**config.mk**
```make
export PLATFORM = sky130hd
export DESIGN_NAME = mpbf_front
export DESIGN_NICKNAME = d
export VERILOG_FILES = /design/src/hw/rtl/mpbf_pkg.sv /design/src/hw/rtl/mpbf_front.sv
export SDC_FILE = /design/constraint.sdc
export NUM_CORES = 1
export LEC_CHECK = 0
export ABC_CLOCK_PERIOD_IN_PS = 5500
export BUFFER_PORTS_ARGS = -buffer_cell sky130_fd_sc_hd__buf_4
export CELL_PAD_IN_SITES_DETAIL_PLACEMENT = 0
export CELL_PAD_IN_SITES_GLOBAL_PLACEMENT = 1
export CORE_ASPECT_RATIO = 1.1
export CORE_MARGIN = 2
export CORE_UTILIZATION = 50
export DETAILED_ROUTE_END_ITERATION = 10
export PLACE_DENSITY = 0.83
export RECOVER_POWER = 50
export SLEW_MARGIN = 10
export SYNTH_ARGS = -nofsm -noshare
export SYNTH_HDL_FRONTEND = slang
export SYNTH_SLANG_ARGS = --single-unit
```
**constraint.sdc**
```tcl
create_clock -name i_clk -period 5.5 [get_ports i_clk]
set_input_delay 1.375 -clock i_clk [delete_from_list [all_inputs] [get_ports i_clk]]
set_output_delay 1.375 -clock i_clk [all_outputs]
set_load 0.02 [all_outputs]
```
**src/hw/rtl/mpbf_pkg.sv**
```systemverilog
// ----------------------------------------------------------------------------
// mpbf_pkg
// Shared types, codes and defaults for the multi-pipe byte FIFO manager.
// ----------------------------------------------------------------------------
`default_nettype none

package mpbf_pkg;

    localparam int NUM_SLOTS_DEF  = 16;
    localparam int RING_BYTES_DEF = 1024;
    localparam int KEY_BITS_DEF   = 16;

    localparam int FIRST_AUTO_KEY = 10;
    localparam int SLOT_W_MAX     = 6;   // enough for 64 slots
    localparam int CMDQ_DEPTH     = 2;

    // function codes
    localparam logic [2:0] FN_CREATE  = 3'd0;
    localparam logic [2:0] FN_AUTO    = 3'd1;
    localparam logic [2:0] FN_DESTROY = 3'd2;
    localparam logic [2:0] FN_EOF     = 3'd3;
    localparam logic [2:0] FN_WRITE   = 3'd4;
    localparam logic [2:0] FN_READ    = 3'd5;

    // status codes
    localparam logic [2:0] ST_OK       = 3'd0;
    localparam logic [2:0] ST_BAD_ID   = 3'd1;
    localparam logic [2:0] ST_NO_SPACE = 3'd2;
    localparam logic [2:0] ST_FULL     = 3'd3;
    localparam logic [2:0] ST_EMPTY    = 3'd4;
    localparam logic [2:0] ST_EOF      = 3'd5;

    typedef enum logic [2:0] {
        OP_REPLY,
        OP_CLEAR,
        OP_EOF,
        OP_WRITE,
        OP_READ
    } t_op;

    typedef struct packed {
        t_op                   op;
        logic [SLOT_W_MAX-1:0] slot;
        logic [7:0]            data;
        logic [2:0]            status;
        logic [15:0]           new_key;
        logic                  last;
    } t_cmd;

    typedef struct packed {
        logic [2:0]  status;
        logic [7:0]  data;
        logic [15:0] new_key;
        logic        last;
    } t_res;

endpackage

`default_nettype wire

```
**src/hw/rtl/mpbf_front.sv**
```systemverilog
// ----------------------------------------------------------------------------
// mpbf_front
// Takes items, resolves keys against the slot table, owns the key table and
// hands classified commands to the back end.
// ----------------------------------------------------------------------------
`default_nettype none

module mpbf_front #(
    parameter int NUM_SLOTS = mpbf_pkg::NUM_SLOTS_DEF,
    parameter int KEY_BITS  = mpbf_pkg::KEY_BITS_DEF
) (
    input  wire logic        i_clk,
    input  wire logic        i_rst_n,
    input  wire logic        i_push,
    input  wire logic [2:0]  i_func,
    input  wire logic [15:0] i_pipe_key,
    input  wire logic [7:0]  i_data_in,
    input  wire logic        i_last,
    input  wire logic        i_q_full,
    output logic             o_full,
    output logic             o_q_push,
    output mpbf_pkg::t_cmd   o_q_cmd
);
    import mpbf_pkg::*;

    localparam int SW = $clog2(NUM_SLOTS);
    localparam int KW = KEY_BITS;

    typedef enum logic [1:0] {F_IDLE, F_LOOK, F_SRCH} t_fstate;

    t_fstate           r_state, n_state;
    logic [2:0]        r_func;
    logic [KW-1:0]     r_key;
    logic [7:0]        r_data;
    logic              r_last;
    logic [KW-1:0]     r_cand, n_cand;
    logic [KW-1:0]     r_slot_key [NUM_SLOTS];

    logic [KW-1:0]     in_key;
    logic [KW-1:0]     cmp_key;
    logic [15:0]       cand_out;
    logic [NUM_SLOTS-1:0] hit_vec, free_vec;
    logic              any_hit, any_free;
    logic [SW-1:0]     hit_idx, free_idx;
    logic              claim, drop;

    generate
        if (KW >= 16) begin : g_wide
            assign in_key   = KW'(i_pipe_key);
            assign cand_out = r_cand[15:0];
        end else begin : g_narrow
            assign in_key   = i_pipe_key[KW-1:0];
            assign cand_out = 16'(r_cand);
        end
    endgenerate

    assign cmp_key = (r_state == F_SRCH) ? r_cand : r_key;

    always_comb begin
        hit_idx  = '0;
        free_idx = '0;
        for (int i = NUM_SLOTS - 1; i >= 0; i--) begin
            hit_vec[i]  = (r_slot_key[i] == cmp_key) && (cmp_key != '0);
            free_vec[i] = (r_slot_key[i] == '0);
            if (hit_vec[i])  hit_idx  = SW'(i);
            if (free_vec[i]) free_idx = SW'(i);
        end
    end

    assign any_hit  = |hit_vec;
    assign any_free = |free_vec;

    assign o_full = (r_state != F_IDLE) || i_q_full;

    always_comb begin
        n_state  = r_state;
        n_cand   = r_cand;
        claim    = 1'b0;
        drop     = 1'b0;
        o_q_push = 1'b0;
        o_q_cmd  = '{op: OP_REPLY, slot: '0, data: r_data, status: ST_BAD_ID,
                     new_key: '0, last: r_last};
        case (r_state)
            F_IDLE: begin
                if (i_push && !o_full) n_state = F_LOOK;
            end
            F_LOOK: begin
                n_state  = F_IDLE;
                o_q_push = 1'b1;
                case (r_func)
                    FN_CREATE: begin
                        if (r_key == '0)    o_q_cmd.status = ST_BAD_ID;
                        else if (!any_free) o_q_cmd.status = ST_NO_SPACE;
                        else if (any_hit)   o_q_cmd.status = ST_BAD_ID;
                        else begin
                            claim          = 1'b1;
                            o_q_cmd.op     = OP_CLEAR;
                            o_q_cmd.slot   = SLOT_W_MAX'(free_idx);
                            o_q_cmd.status = ST_OK;
                        end
                    end
                    FN_AUTO: begin
                        if (!any_free) o_q_cmd.status = ST_NO_SPACE;
                        else begin
                            o_q_push = 1'b0;
                            n_state  = F_SRCH;
                            n_cand   = KW'(FIRST_AUTO_KEY);
                        end
                    end
                    FN_DESTROY, FN_EOF, FN_WRITE, FN_READ: begin
                        if (any_hit) begin
                            o_q_cmd.slot   = SLOT_W_MAX'(hit_idx);
                            o_q_cmd.status = ST_OK;
                            case (r_func)
                                FN_DESTROY: begin
                                    drop       = 1'b1;
                                    o_q_cmd.op = OP_CLEAR;
                                end
                                FN_EOF:   o_q_cmd.op = OP_EOF;
                                FN_WRITE: o_q_cmd.op = OP_WRITE;
                                default:  o_q_cmd.op = OP_READ;
                            endcase
                        end
                    end
                    default: ;
                endcase
            end
            F_SRCH: begin
                // one candidate key per cycle; a free one is bound to turn up
                if (any_hit) n_cand = r_cand + 1'b1;
                else begin
                    claim           = 1'b1;
                    o_q_push        = 1'b1;
                    n_state         = F_IDLE;
                    o_q_cmd.op      = OP_CLEAR;
                    o_q_cmd.slot    = SLOT_W_MAX'(free_idx);
                    o_q_cmd.status  = ST_OK;
                    o_q_cmd.new_key = cand_out;
                end
            end
            default: n_state = F_IDLE;
        endcase
    end

    always_ff @(posedge i_clk) begin
        if (!i_rst_n) begin
            r_state <= F_IDLE;
            r_cand  <= '0;
            for (int i = 0; i < NUM_SLOTS; i++) r_slot_key[i] <= '0;
        end else begin
            r_state <= n_state;
            r_cand  <= n_cand;
            if (claim) r_slot_key[free_idx] <= cmp_key;
            if (drop)  r_slot_key[hit_idx]  <= '0;
            if (r_state == F_IDLE && i_push && !o_full) begin
                r_func <= i_func;
                r_key  <= in_key;
                r_data <= i_data_in;
                r_last <= i_last;
            end
        end
    end

endmodule

`default_nettype wire

```
==> results.ini <==
[synthesis]
yosys_warnings = 0
syn_avg_cell_area_sq_um = 11.3
netlist_area_sq_mm = 0.0159
synth_cell_type_count = 62
async_reset_ff_share_pct = 0
synth_compound_area_share_pct = 4.08
yosys_register_bits = 302
synth-seq-area-share_pct = 55.8
synth_xor_area_share_pct = 14.9
synthAdderAreaFrac_pct = 0.377
synth_mux_area_share_pct = 2.33
synthCells = 1413
synth_ff_type = edfxtp_1
synth_top_family_by_area = simple AND/OR/NAND/NOR gates
synth-edff-count = 284
synthSimpleGateAreaFrac_pct = 19.3

[die]
die-width_um = 174
fp.dieH_um = 191
die_area_sq_mm = 0.0333
num_rows = 68
ios = 71
initial_core_util_pct = 50.7
core_sq_mm = 0.0314

[drt]
drc = 0
drtPass1Iterations = 6
drtIter0Drc = 1319
drt_wl_total_mm = 48.5
vias = 12100
routed_via_density = 6.08
ant_nets = 0
wl_per_cell_um = 24.4

[worst_setup_path]
path_common_cell = buf_4
critical_path.top_delay_family = buffers and inverters
crit_path_start_kind = flip-flop
cpMaxStageDelayCell = dfxtp_1
r2r_cells = 18
r2r_setup_slack_ns = 0.72
rr_endpoint = r_slot_key[7][9]$_SDFFCE_PN0P_
crit_fanout = 7
path_buf_inv = 6
slowest_delay_ns = 0.37
cp.required_ns = 4.12
arrival_ns = 4.05
cp_cell_sequence = inv_2 -> ha_4 -> bufbuf_16 -> mux2i_4 -> buf_12 -> clkbuf_16 -> buf_4 -> xnor2_1 -> nor4_1 -> nand4_1 -> nand4_4 -> a2111oi_4 -> maj3_1 -> a21oi_1 -> o2111ai_1 -> buf_4
cp-end-kind = output port
r2r_start = r_state[0]$_SDFFE_PN0P_
path_class = flip-flop to output port

[sta]
setup_ws_ns = 0.0724
max_freq_mhz = 184
maxSlewViolCount = 0
tightestPinTransition_ns = 1.37
finalCritPeriodShare_pct = 98.7
slew_headroom_pct = 8.58
period_needed_ns = 5.43
tns_ns = 0
finalSetupViolations = 0
holdWs_ns = 0.554
hold_viol_final = 0
clock_skew_ns = 0.0157

[clock_network]
cts_buffers = 31
cts-hold-fix-buffers = 0
cts_root_buf = clkbuf_16
clk_latency_ns = 0.57
htreeDepth = 1
clock_path_buffers = 3
cts_tree = built
clk_pin_slew_worst_paths_ns = 0.06
cts_sinks = 302

[global_route]
grtUsageTotal_pct = 28.3
grt_pass1_wl_mm = 70.9
grt_max_degree = 33
first_global_vias = 11600
grt_antenna_before_repair = 0
overflow = 0

[final_layout]
instances_no_fill = 1986
layout-drive-gt1-share_pct = 16.1
area_delta_synth_final_pct = 17.0
antenna-diode-count = 0
nets = 1583

[hold_path]
holdCritStartpoint = r_state[0]$_SDFFE_PN0P_
hold_end = r_state[0]$_SDFFE_PN0P_
hold_depth = 2
hp-class = flip-flop to flip-flop

[place]
io_buffers = 67
place_hpwl_mm = 32.5
place_ws_ns = 0.240
gp_congestion = 0.952
dp_cells = 1886

[power]
power.density_mw_per_mm2 = 266
power.total_uw = 4960
ir_drop_mv = 0.269
p_leak_uw = 0.00600

[run_status]
status = finished, final reports clean

[job]
max_cap_viol_count = 0

flip-flops by register name (all words and copies together) (netlist names):
register / cells
r_last: 1
r_data: 8
cand_out: 16
r_state: 2
r_key: 16
r_slot_key: 256
r_func: 3
layout by cell type (no fill, tap or decap), types with 16 or more instances in the layout:
cell type / netlist / routed
nand2_1: 90 / 88
dfxtp_1: 18 / 18
and3_1: 25 / 25
mux2i_4: 14 / 16
nor2_1: 300 / 299
buf_4: 8 / 109
a21oi_1: 20 / 20
nand4_1: 46 / 46
nor4_1: 132 / 123
clkbuf_4: 0 / 28
xnor2_1: 258 / 258
clkbuf_16: 0 / 34
clkbuf_1: 27 / 19
buf_12: 1 / 18
o21ai_0: 19 / 17
edfxtp_1: 284 / 284
tightest hold or removal path, cell delays in order (launching register included):
cell and delay (ns):
dfxtp_1 0.33, a21oi_1 0.12, a211oi_1 0.06
worst max-delay path by stage:
stage | start | end | slack, ns | cells after the start
floorplan | r_state[0]$_SDFFE_PN0P_ | r_slot_key[2][0]$_SDFFCE_PN0P_ | 0.41 | 16
global placement | r_state[0]$_SDFFE_PN0P_ | o_q_cmd[30] | 0.31 | 14
detailed placement | r_state[0]$_SDFFE_PN0P_ | o_q_cmd[30] | 0.24 | 14
CTS | r_state[0]$_SDFFE_PN0P_ | o_q_cmd[17] | 0.11 | 15
global route | r_state[0]$_SDFFE_PN0P_ | o_q_cmd[28] | -0.05 | 16
finish | r_state[0]$_SDFFE_PN0P_ | o_q_cmd[17] | 0.07 | 16
power by group:
part           internal [uW]  switching [uW]
combinational            131             172
clock                   1160             861
sequential              2580            56.4
total                   3870            1090
what timing repair did:
item	4_1_cts	5_1_grt
gates cloned	1	3
endpoints found under the setup margin	23	5
setup buffers	22	22
pin swaps	18	21
gates resized for setup	6	16
logic make-up after synthesis:
logic type                 after synthesis
and+or+nand+nor                        645
DFF                                    302
xor gates and xnor gates               270
AOI/OAI and AO/OA                       86
buffers and inverters                   85
muxes                                   19
adders and majority gates                5
other                                    1
synthesized netlist by cell type (13+ instances only):
| cell type | number | area (sq um) |
|---|---|---|
| clkbuf_1 | 27 | 101 |
| mux2i_4 | 14 | 315 |
| buf_6 | 17 | 191 |
| a21oi_1 | 20 | 100 |
| and3_1 | 25 | 156 |
| o21ai_0 | 19 | 95.1 |
| nand2_1 | 90 | 338 |
| nor2_1 | 300 | 1130 |
| buf_2 | 17 | 85.1 |
| nand4_1 | 46 | 288 |
| dfxtp_1 | 18 | 360 |
| inv_1 | 13 | 48.8 |
| nor4_1 | 132 | 826 |
| edfxtp_1 | 284 | 8530 |
| xnor2_1 | 258 | 2260 |
cell type report:
cell class	count	area (sq um)
clock buffer	38	802
clock inverter	14	140
fill	2506	12800
inverter	13	48.8
multi-input combinational	1028	6690
sequential	302	8890
tap	420	526
timing repair buffer	171	1540
per-stage QoR:
stage / cell area, sq um / utilization (%)
2_1_floorplan: 15900 / -
6_report: 18600 / 59.4
3_3_place_gp: 17200 / 54.6
3_5_place_dp: 17200 / 54.6
4_1_cts: 18300 / 58.4
5_1_grt: 18600 / 59.4
routing by layer:
| metal | part of all wire (%) | GRT usage [%] |
|---|---|---|
| met3 | 8.9 | 4.53 |
| met1 | 39 | 36.9 |
| met4 | 5.1 | 12.4 |
| met2 | 47 | 47.0 |
| met5 | 0 | 0.893 |
Note: power is estimated with default switching activity, not from simulation.
