<file path="config.mk">
export PLATFORM = sky130hd
export DESIGN_NAME = mpbf_cmdq
export DESIGN_NICKNAME = d
export VERILOG_FILES = /design/src/hw/rtl/mpbf_pkg.sv /design/src/hw/rtl/mpbf_cmdq.sv
export SDC_FILE = /design/constraint.sdc
export NUM_CORES = 1
export LEC_CHECK = 0
export BUFFER_PORTS_ARGS = -buffer_cell sky130_fd_sc_hd__buf_4
export CORE_ASPECT_RATIO = 1.75
export CORE_MARGIN = 2
export CORE_UTILIZATION = 35
export CTS_CLUSTER_DIAMETER = 120
export DETAILED_ROUTE_END_ITERATION = 10
export GPL_TIMING_DRIVEN = 0
export SETUP_SLACK_MARGIN = 0.5
export SYNTH_ARGS = -nofsm -noshare
export SYNTH_HDL_FRONTEND = slang
export SYNTH_SLANG_ARGS = --single-unit
</file>
<file path="constraint.sdc">
create_clock -name i_clk -period 6.2 [get_ports i_clk]
set_input_delay 0.31 -clock i_clk [delete_from_list [all_inputs] [get_ports i_clk]]
set_output_delay 0.31 -clock i_clk [all_outputs]
set_load 0.01 [all_outputs]
</file>
<file path="src/hw/rtl/mpbf_pkg.sv">
// ----------------------------------------------------------------------------
// mpbf_pkg
// Shared types, codes and defaults for the multi-pipe byte FIFO manager.
// ----------------------------------------------------------------------------
`default_nettype none

package mpbf_pkg;

    localparam int NUM_SLOTS_DEF  = 16;
    localparam int RING_BYTES_DEF = 1024;
    localparam int KEY_BITS_DEF   = 16;

    localparam int FIRST_AUTO_KEY = 10;
    localparam int SLOT_W_MAX     = 6;   // enough for 64 slots
    localparam int CMDQ_DEPTH     = 2;

    // function codes
    localparam logic [2:0] FN_CREATE  = 3'd0;
    localparam logic [2:0] FN_AUTO    = 3'd1;
    localparam logic [2:0] FN_DESTROY = 3'd2;
    localparam logic [2:0] FN_EOF     = 3'd3;
    localparam logic [2:0] FN_WRITE   = 3'd4;
    localparam logic [2:0] FN_READ    = 3'd5;

    // status codes
    localparam logic [2:0] ST_OK       = 3'd0;
    localparam logic [2:0] ST_BAD_ID   = 3'd1;
    localparam logic [2:0] ST_NO_SPACE = 3'd2;
    localparam logic [2:0] ST_FULL     = 3'd3;
    localparam logic [2:0] ST_EMPTY    = 3'd4;
    localparam logic [2:0] ST_EOF      = 3'd5;

    typedef enum logic [2:0] {
        OP_REPLY,
        OP_CLEAR,
        OP_EOF,
        OP_WRITE,
        OP_READ
    } t_op;

    typedef struct packed {
        t_op                   op;
        logic [SLOT_W_MAX-1:0] slot;
        logic [7:0]            data;
        logic [2:0]            status;
        logic [15:0]           new_key;
        logic                  last;
    } t_cmd;

    typedef struct packed {
        logic [2:0]  status;
        logic [7:0]  data;
        logic [15:0] new_key;
        logic        last;
    } t_res;

endpackage

`default_nettype wire

</file>
<file path="src/hw/rtl/mpbf_cmdq.sv">
// ----------------------------------------------------------------------------
// mpbf_cmdq
// Short command queue between the front and back ends.
// ----------------------------------------------------------------------------
`default_nettype none

module mpbf_cmdq (
    input  wire logic           i_clk,
    input  wire logic           i_rst_n,
    input  wire logic           i_push,
    input  mpbf_pkg::t_cmd      i_cmd,
    input  wire logic           i_pop,
    output logic                o_full,
    output logic                o_empty,
    output mpbf_pkg::t_cmd      o_cmd
);
    import mpbf_pkg::*;

    localparam int PW = $clog2(CMDQ_DEPTH);
    localparam int CW = $clog2(CMDQ_DEPTH + 1);

    t_cmd          r_mem [CMDQ_DEPTH];
    logic [PW-1:0] r_wp, r_rp;
    logic [CW-1:0] r_cnt;
    logic          do_push, do_pop;

    assign o_full  = (r_cnt == CW'(CMDQ_DEPTH));
    assign o_empty = (r_cnt == '0);
    assign o_cmd   = r_mem[r_rp];
    assign do_push = i_push && !o_full;
    assign do_pop  = i_pop && !o_empty;

    always_ff @(posedge i_clk) begin
        if (!i_rst_n) begin
            r_wp  <= '0;
            r_rp  <= '0;
            r_cnt <= '0;
        end else begin
            if (do_push) begin
                r_mem[r_wp] <= i_cmd;
                r_wp <= (r_wp == PW'(CMDQ_DEPTH - 1)) ? '0 : r_wp + 1'b1;
            end
            if (do_pop) r_rp <= (r_rp == PW'(CMDQ_DEPTH - 1)) ? '0 : r_rp + 1'b1;
            r_cnt <= r_cnt + CW'(do_push) - CW'(do_pop);
        end
    end

endmodule

`default_nettype wire

</file>
==> results of run 1 <==
placed cells by master (no fill, tap or decap), drive strengths merged:
| cell type | n |
|---|---|
| nor2b | 2 |
| inv | 3 |
| dfxtp | 5 |
| mux2 | 37 |
| ha | 2 |
| and3 | 1 |
| xnor2 | 3 |
| edfxtp | 74 |
| o22ai | 1 |
| nand3 | 1 |
| nand2 | 1 |
| clkinv | 4 |
| and2 | 3 |
| nand2b | 1 |
| nor2 | 2 |
| clkinvlp | 1 |
| buf | 84 |
| clkbuf | 10 |
| o21a | 1 |
worst reg2reg max path: stages (launching register included):
cell and delay, ns:
dfxtp_1 0.37, nand2b_1 0.16, and2_1 0.17, and3_2 0.82
kinds of logic after synthesis:
logic type | Yosys count | synth area share, %
flops | 79 | 75.9
mux | 37 | 17.3
simple gates | 11 | 1.96
buf+inv | 7 | 2.70
xor+xnor | 3 | 0.859
compound gates | 2 | 0.491
fa+ha+maj | 2 | 0.818
power by group:
group	internal, µW	total [µW]	switching, µW
combinational	243	412	169
sequential	637	653	16.1
clock	265	448	183
per-layer routing:
metal	global-route usage (%)	vias up	part of all wire, %
met5	0	-	0
met4	6.62	0	2.5
met3	3.69	9	5.3
met2	20.0	41	58
met1	10.8	745	35
li1	-	727	-
worst min-delay path by stage:
stage,from,end,slack (ns),depth (start not counted)
5_1_grt,i_cmd[1],r_mem[1][1]$_DFFE_PP_,0.15,1
2_1_floorplan,i_cmd[0],r_mem[0][0]$_DFFE_PP_,0.41,0
6_report,i_cmd[11],r_mem[1][11]$_DFFE_PP_,0.17,1
3_3_place_gp,r_wp$_SDFFE_PN0P_,r_wp$_SDFFE_PN0P_,0.48,2
4_1_cts,i_cmd[11],r_mem[1][11]$_DFFE_PP_,0.15,1
3_5_place_dp,i_cmd[9],r_mem[1][9]$_DFFE_PP_,0.50,1
flip-flops by register name, indices dropped and copies added (netlist names), named ones only:
register / flops
r_mem: 74
r_cnt: 2
r_rp: 1
r_wp: 1
final cells by class:
class / instances / area, µm²
flip-flops and latches: 79 / 2320
plain buffers: 4 / 71.3
well taps: 117 / 146
multi-input cells: 55 / 664
clock inverters: 5 / 26.3
inverters: 3 / 11.3
repair buffers: 80 / 621
fillers: 752 / 4520
clock buffers: 10 / 229
stage by stage:
step | cells | utilization, %
2_1_floorplan | 141 | -
3_3_place_gp | 337 | 44.1
3_5_place_dp | 338 | 44.5
4_1_cts | 353 | 47.5
5_1_grt | 353 | 47.5
6_report | 353 | 47.5
==> results.yml, run 1 <==
detailed_routing:
  routed_wl_mm: 5.01
  detail_route.first_pass.iterations: 4
  drc: 0
  vias_per_cell: 4.31
  initialDrtViolationCount: 76
  ant_nets: 0
  vias: 1522
  wl_per_cell_um: 14.2
worst_setup_path:
  reg2regPathDepth: 3
  timing.rr.end: "r_mem[1][6]$_DFFE_PP_"
  r2r_slack_ns: 4.30
  path_delay_family: "simple AND/OR/NAND/NOR gates"
  crit_path_top_delay_cell: "and3_2"
  critPathLaunchType: "flop"
  worstSetupEndpointType: "flop"
  crit_start: "r_cnt[0]$_SDFF_PN0_"
  critPathBufInv: 0
  max_stage_delay_ns: 0.82
  required_ns: 6.15
  rr_startpoint: "r_cnt[0]$_SDFF_PN0_"
  cp.depth: 3
  path_class: "flop to flop"
  cp_max_fo: 37
  crit_path_end: "r_mem[1][6]$_DFFE_PP_"
  worstPathCellList: "nand2b_1 -> and2_1 -> and3_2"
  arrival_ns: 1.85
pwr:
  irDropWorstVdd_uv: 206
  power_density_nw_per_um2: 370
  totalPowerFinal_uw: 1510
  p_leak_uw: 0.00158
clocking:
  cts.sinks: 79
  cts_root_buf: "clkbuf_16"
  clk_path_buf_depth: 2
  postCtsSetupBuffers: 0
  cts_buffers: 9
  cts_tree: "done"
  cts-resized-gates: 0
  cts.clk_slew.worst_paths_ns: 0.06
  postCtsHoldBufs: 0
  cts.htree.levels: 3
  clk_latency_ns: 0.33
grt:
  gr-usage-all-layers_pct: 11.3
  grt_max_degree: 38
  antenna_found_initial: 0
  grt_pass1_wl_mm: 7.56
  grt_pass1_vias: 1608
  grt_overflow: 0
timing:
  rsz0062_at_grt: "no"
  fin_worst_skew_ns: 0.00415
  clock.fmax_mhz: 527
  fin_ws_ns: 4.30
  setup_viol: 0
  finalHoldViolations: 0
  period_share_pct: 30.6
  worst_pin_slew_ns: 0.922
  slew_violations: 0
  setup_tns_ns: 0
  fin_crit_ns: 1.90
  whs_ns: 0.166
  slew_headroom_pct: 38.6
yosys:
  ys_ff_latch: 79
  ys_types: 18
  synth-seq-area-share_pct: 75.9
  netlist_area_um2: 3060
  netlist_top_cells_count: "edfxtp_1 (74), mux2_4 (30), mux2_2 (7), dfxtp_1 (5)"
  post-synth-top-area-cell: "edfxtp_1"
  synth_top_area_share_pct: 72.6
  synth_area_leaders: "edfxtp_1 (73%), mux2_4 (15%), dfxtp_1 (3.3%)"
  synth_most_common_cell: "edfxtp_1"
  syn_area_per_cell_um2: 21.7
  synth_flop_cell: "edfxtp_1"
  ys_async_sr_fraction_pct: 0
  synthCells: 141
  ys_warn_count: 0
  synth-edff-count: 74
  synth_fp_nets: 184
placement:
  place.gp.congestion: 0.643
  pre_cts_ws_ns: 4.26
  hpwl_mm: 3.46
  portBuffers: 79
  place_area_um2: 3840
layout:
  drive_above_1_share_pct: 58.1
  fin_nets: 275
  final_area_um2: 4090
  n_antenna_cell: 0
  area_growth_pct: 33.7
job:
  timing.max_cap.violations: 0
floorplanning:
  core-area_um2: 8610
  die_x_um: 74.7
  dieArea_um2: 9540
  die_y_um: 128
  row_count: 45
  ios: 80
  start_util_pct: 35.5
run_status:
  outcome: "finished, final reports clean"
min_path:
  min_path_type: "input port to flop"
Power figures use the tool's default switching activity.
==> run 2, diff against run 1 <==
clock period = 1.8 ns   (was 6.2 ns; I/O delays follow)
==> results.yml, run 2 (synthesis gave the netlist of run 1 again) <==
layout:
  multiInputGateArea_um2: 774
  nFillCells: 688
  final_cell_mix: "edfxtp_1 (74), buf_4 (46), buf_6 (41), mux2_4 (37), dlygate4sd3_1 (37)"
  drive_above_1_share_pct: 56.7
  fin_nets: 332
  area_growth_pct: 63.9
  top_regs: "r_mem: 74 flops, r_cnt: 2 flops"
  regArea_um2: 2330
  n_antenna_cell: 0
  final_common_cell: "edfxtp_1"
  top_register: "r_mem"
  largest_register_ffs: 74
grt:
  antenna_found_initial: 0
  grt_overflow: 0
  gr-usage-all-layers_pct: 13.0
  grt_pass1_vias: 1797
  grt_pass1_wl_mm: 8.82
  grt_max_degree: 38
timing:
  fin_worst_skew_ns: 0.00467
  worst_pin_slew_ns: 0.327
  slew_violations: 0
  period_share_pct: 87.9
  setup_viol: 0
  rsz0062_at_grt: "yes"
  finalHoldViolations: 0
  clock.fmax_mhz: 632
  fin_crit_ns: 1.58
  slew_headroom_pct: 78.2
  whs_ns: 0.0632
detailed_routing:
  wl_per_cell_um: 15.2
  detail_route.first_pass.iterations: 4
  vias: 1790
  ant_nets: 0
  initialDrtViolationCount: 60
  routed_wl_mm: 6.25
  vias_per_cell: 4.37
  drc: 0
floorplanning:
  ios: 80
  core-area_um2: 8610
  start_util_pct: 35.5
  die_x_um: 74.7
  die_y_um: 128
  dieArea_um2: 9540
  row_count: 45
placement:
  portBuffers: 79
  hpwl_mm: 3.38
  place.gp.congestion: 0.650
worst_setup_path:
  crit_path_top_delay_cell: "dfxtp_2"
  arrival_ns: 1.80
  path_class: "flop to flop"
  worstSetupEndpointType: "flop"
  cp_max_fo: 4
  required_ns: 2.02
  worstPathCellList: "nand2b_4 -> and2_4 -> inv_2 -> ha_4 -> inv_2 -> ha_4 -> xnor2_2 -> xnor2_1 -> and2_1"
  critPathLaunchType: "flop"
  max_stage_delay_ns: 0.35
clocking:
  cts_buffers: 9
  cts.sinks: 79
  clk_latency_ns: 0.32
  cts.htree.levels: 3
  clk_path_buf_depth: 2
  cts.clk_slew.worst_paths_ns: 0.06
  cts_tree: "done"
  cts_root_buf: "clkbuf_16"
pwr:
  p_leak_uw: 0.00196
  power_density_nw_per_um2: 1190
  irDropWorstVdd_uv: 910
  totalPowerFinal_uw: 5960
min_path:
  min_path_type: "input port to flop"
run_status:
  outcome: "finished, final reports clean"
job:
  timing.max_cap.violations: 0
-- run 2: timing repair --
action | in CTS | in global routing
endpoints found under the setup margin | 113 | 113
pin swaps | 5 | 3
setup buffers | 9 | 4
resized for setup | 18 | 40
gates cloned | 1 | 7
hold buffers | 37 | 0
hold endpoints to repair | 74 | 0
-- run 2: through the flow --
step | cell area [µm²] | std cells | setup TNS, ns | util [%] | setup slack (ns)
after floorplan | 3110 | 141 | 0 | - | 0.252
after global placement | 3850 | 337 | -3.84 | 44.7 | -0.105
after detailed placement | 3850 | 337 | -4.44 | 44.7 | -0.121
after CTS | 4650 | 399 | 0 | 54.0 | 0.222
after global routing | 5020 | 410 | 0 | 58.2 | 0.142
final | 5020 | 410 | 0 | 58.2 | 0.217
-- run 2: where the power goes --
| part | leakage, µW | internal (µW) | switching, µW | total (µW) |
|---|---|---|---|---|
| Clock | 0.000121 | 919 | 624 | 1540 |
| Sequential | 0.000721 | 2200 | 77.5 | 2280 |
| Combinational | 0.00112 | 1380 | 755 | 2140 |
-- run 2: worst paths after layout --
path / from / to / slack (ns) / cells after the start
setup / recovery: r_cnt[0]$_SDFF_PN0_ / r_cnt[1]$_SDFF_PN0_ / 0.22 / 9
hold / removal: i_rst_n / r_cnt[1]$_SDFF_PN0_ / 0.06 / 2
setup reg to reg: r_cnt[0]$_SDFF_PN0_ / r_cnt[1]$_SDFF_PN0_ / 0.22 / 9
hold reg to reg: r_rp$_SDFFE_PN0P_ / r_rp$_SDFFE_PN0P_ / 0.55 / 2
-- run 2: critical path, delay by kind of cell (launching register included) --
family                   cells  cell delay [ns]
buffers and inverters        2             0.07
flip-flops                   1             0.35
adder cells (fa/ha/maj)      2             0.40
AND/OR/NAND/NOR              3             0.41
XOR/XNOR                     2             0.25
-- run 2: layout make-up --
cell class | instances | share of cell area [%]
flip-flops and latches | 79 | 46.4
repair buffers | 135 | 28.5
multi-input cells | 57 | 15.4
clock buffers | 13 | 4.79
well taps | 117 | 2.92
plain buffers | 4 | 1.60
inverters | 3 | 0.224
clock inverters | 2 | 0.175
-- run 2: metal layers --
metal	GRT usage (%)	wire, µm
met2	23.2	3590
met1	13.8	2350
met3	3.22	218
met4	5.99	98
met5	0	0
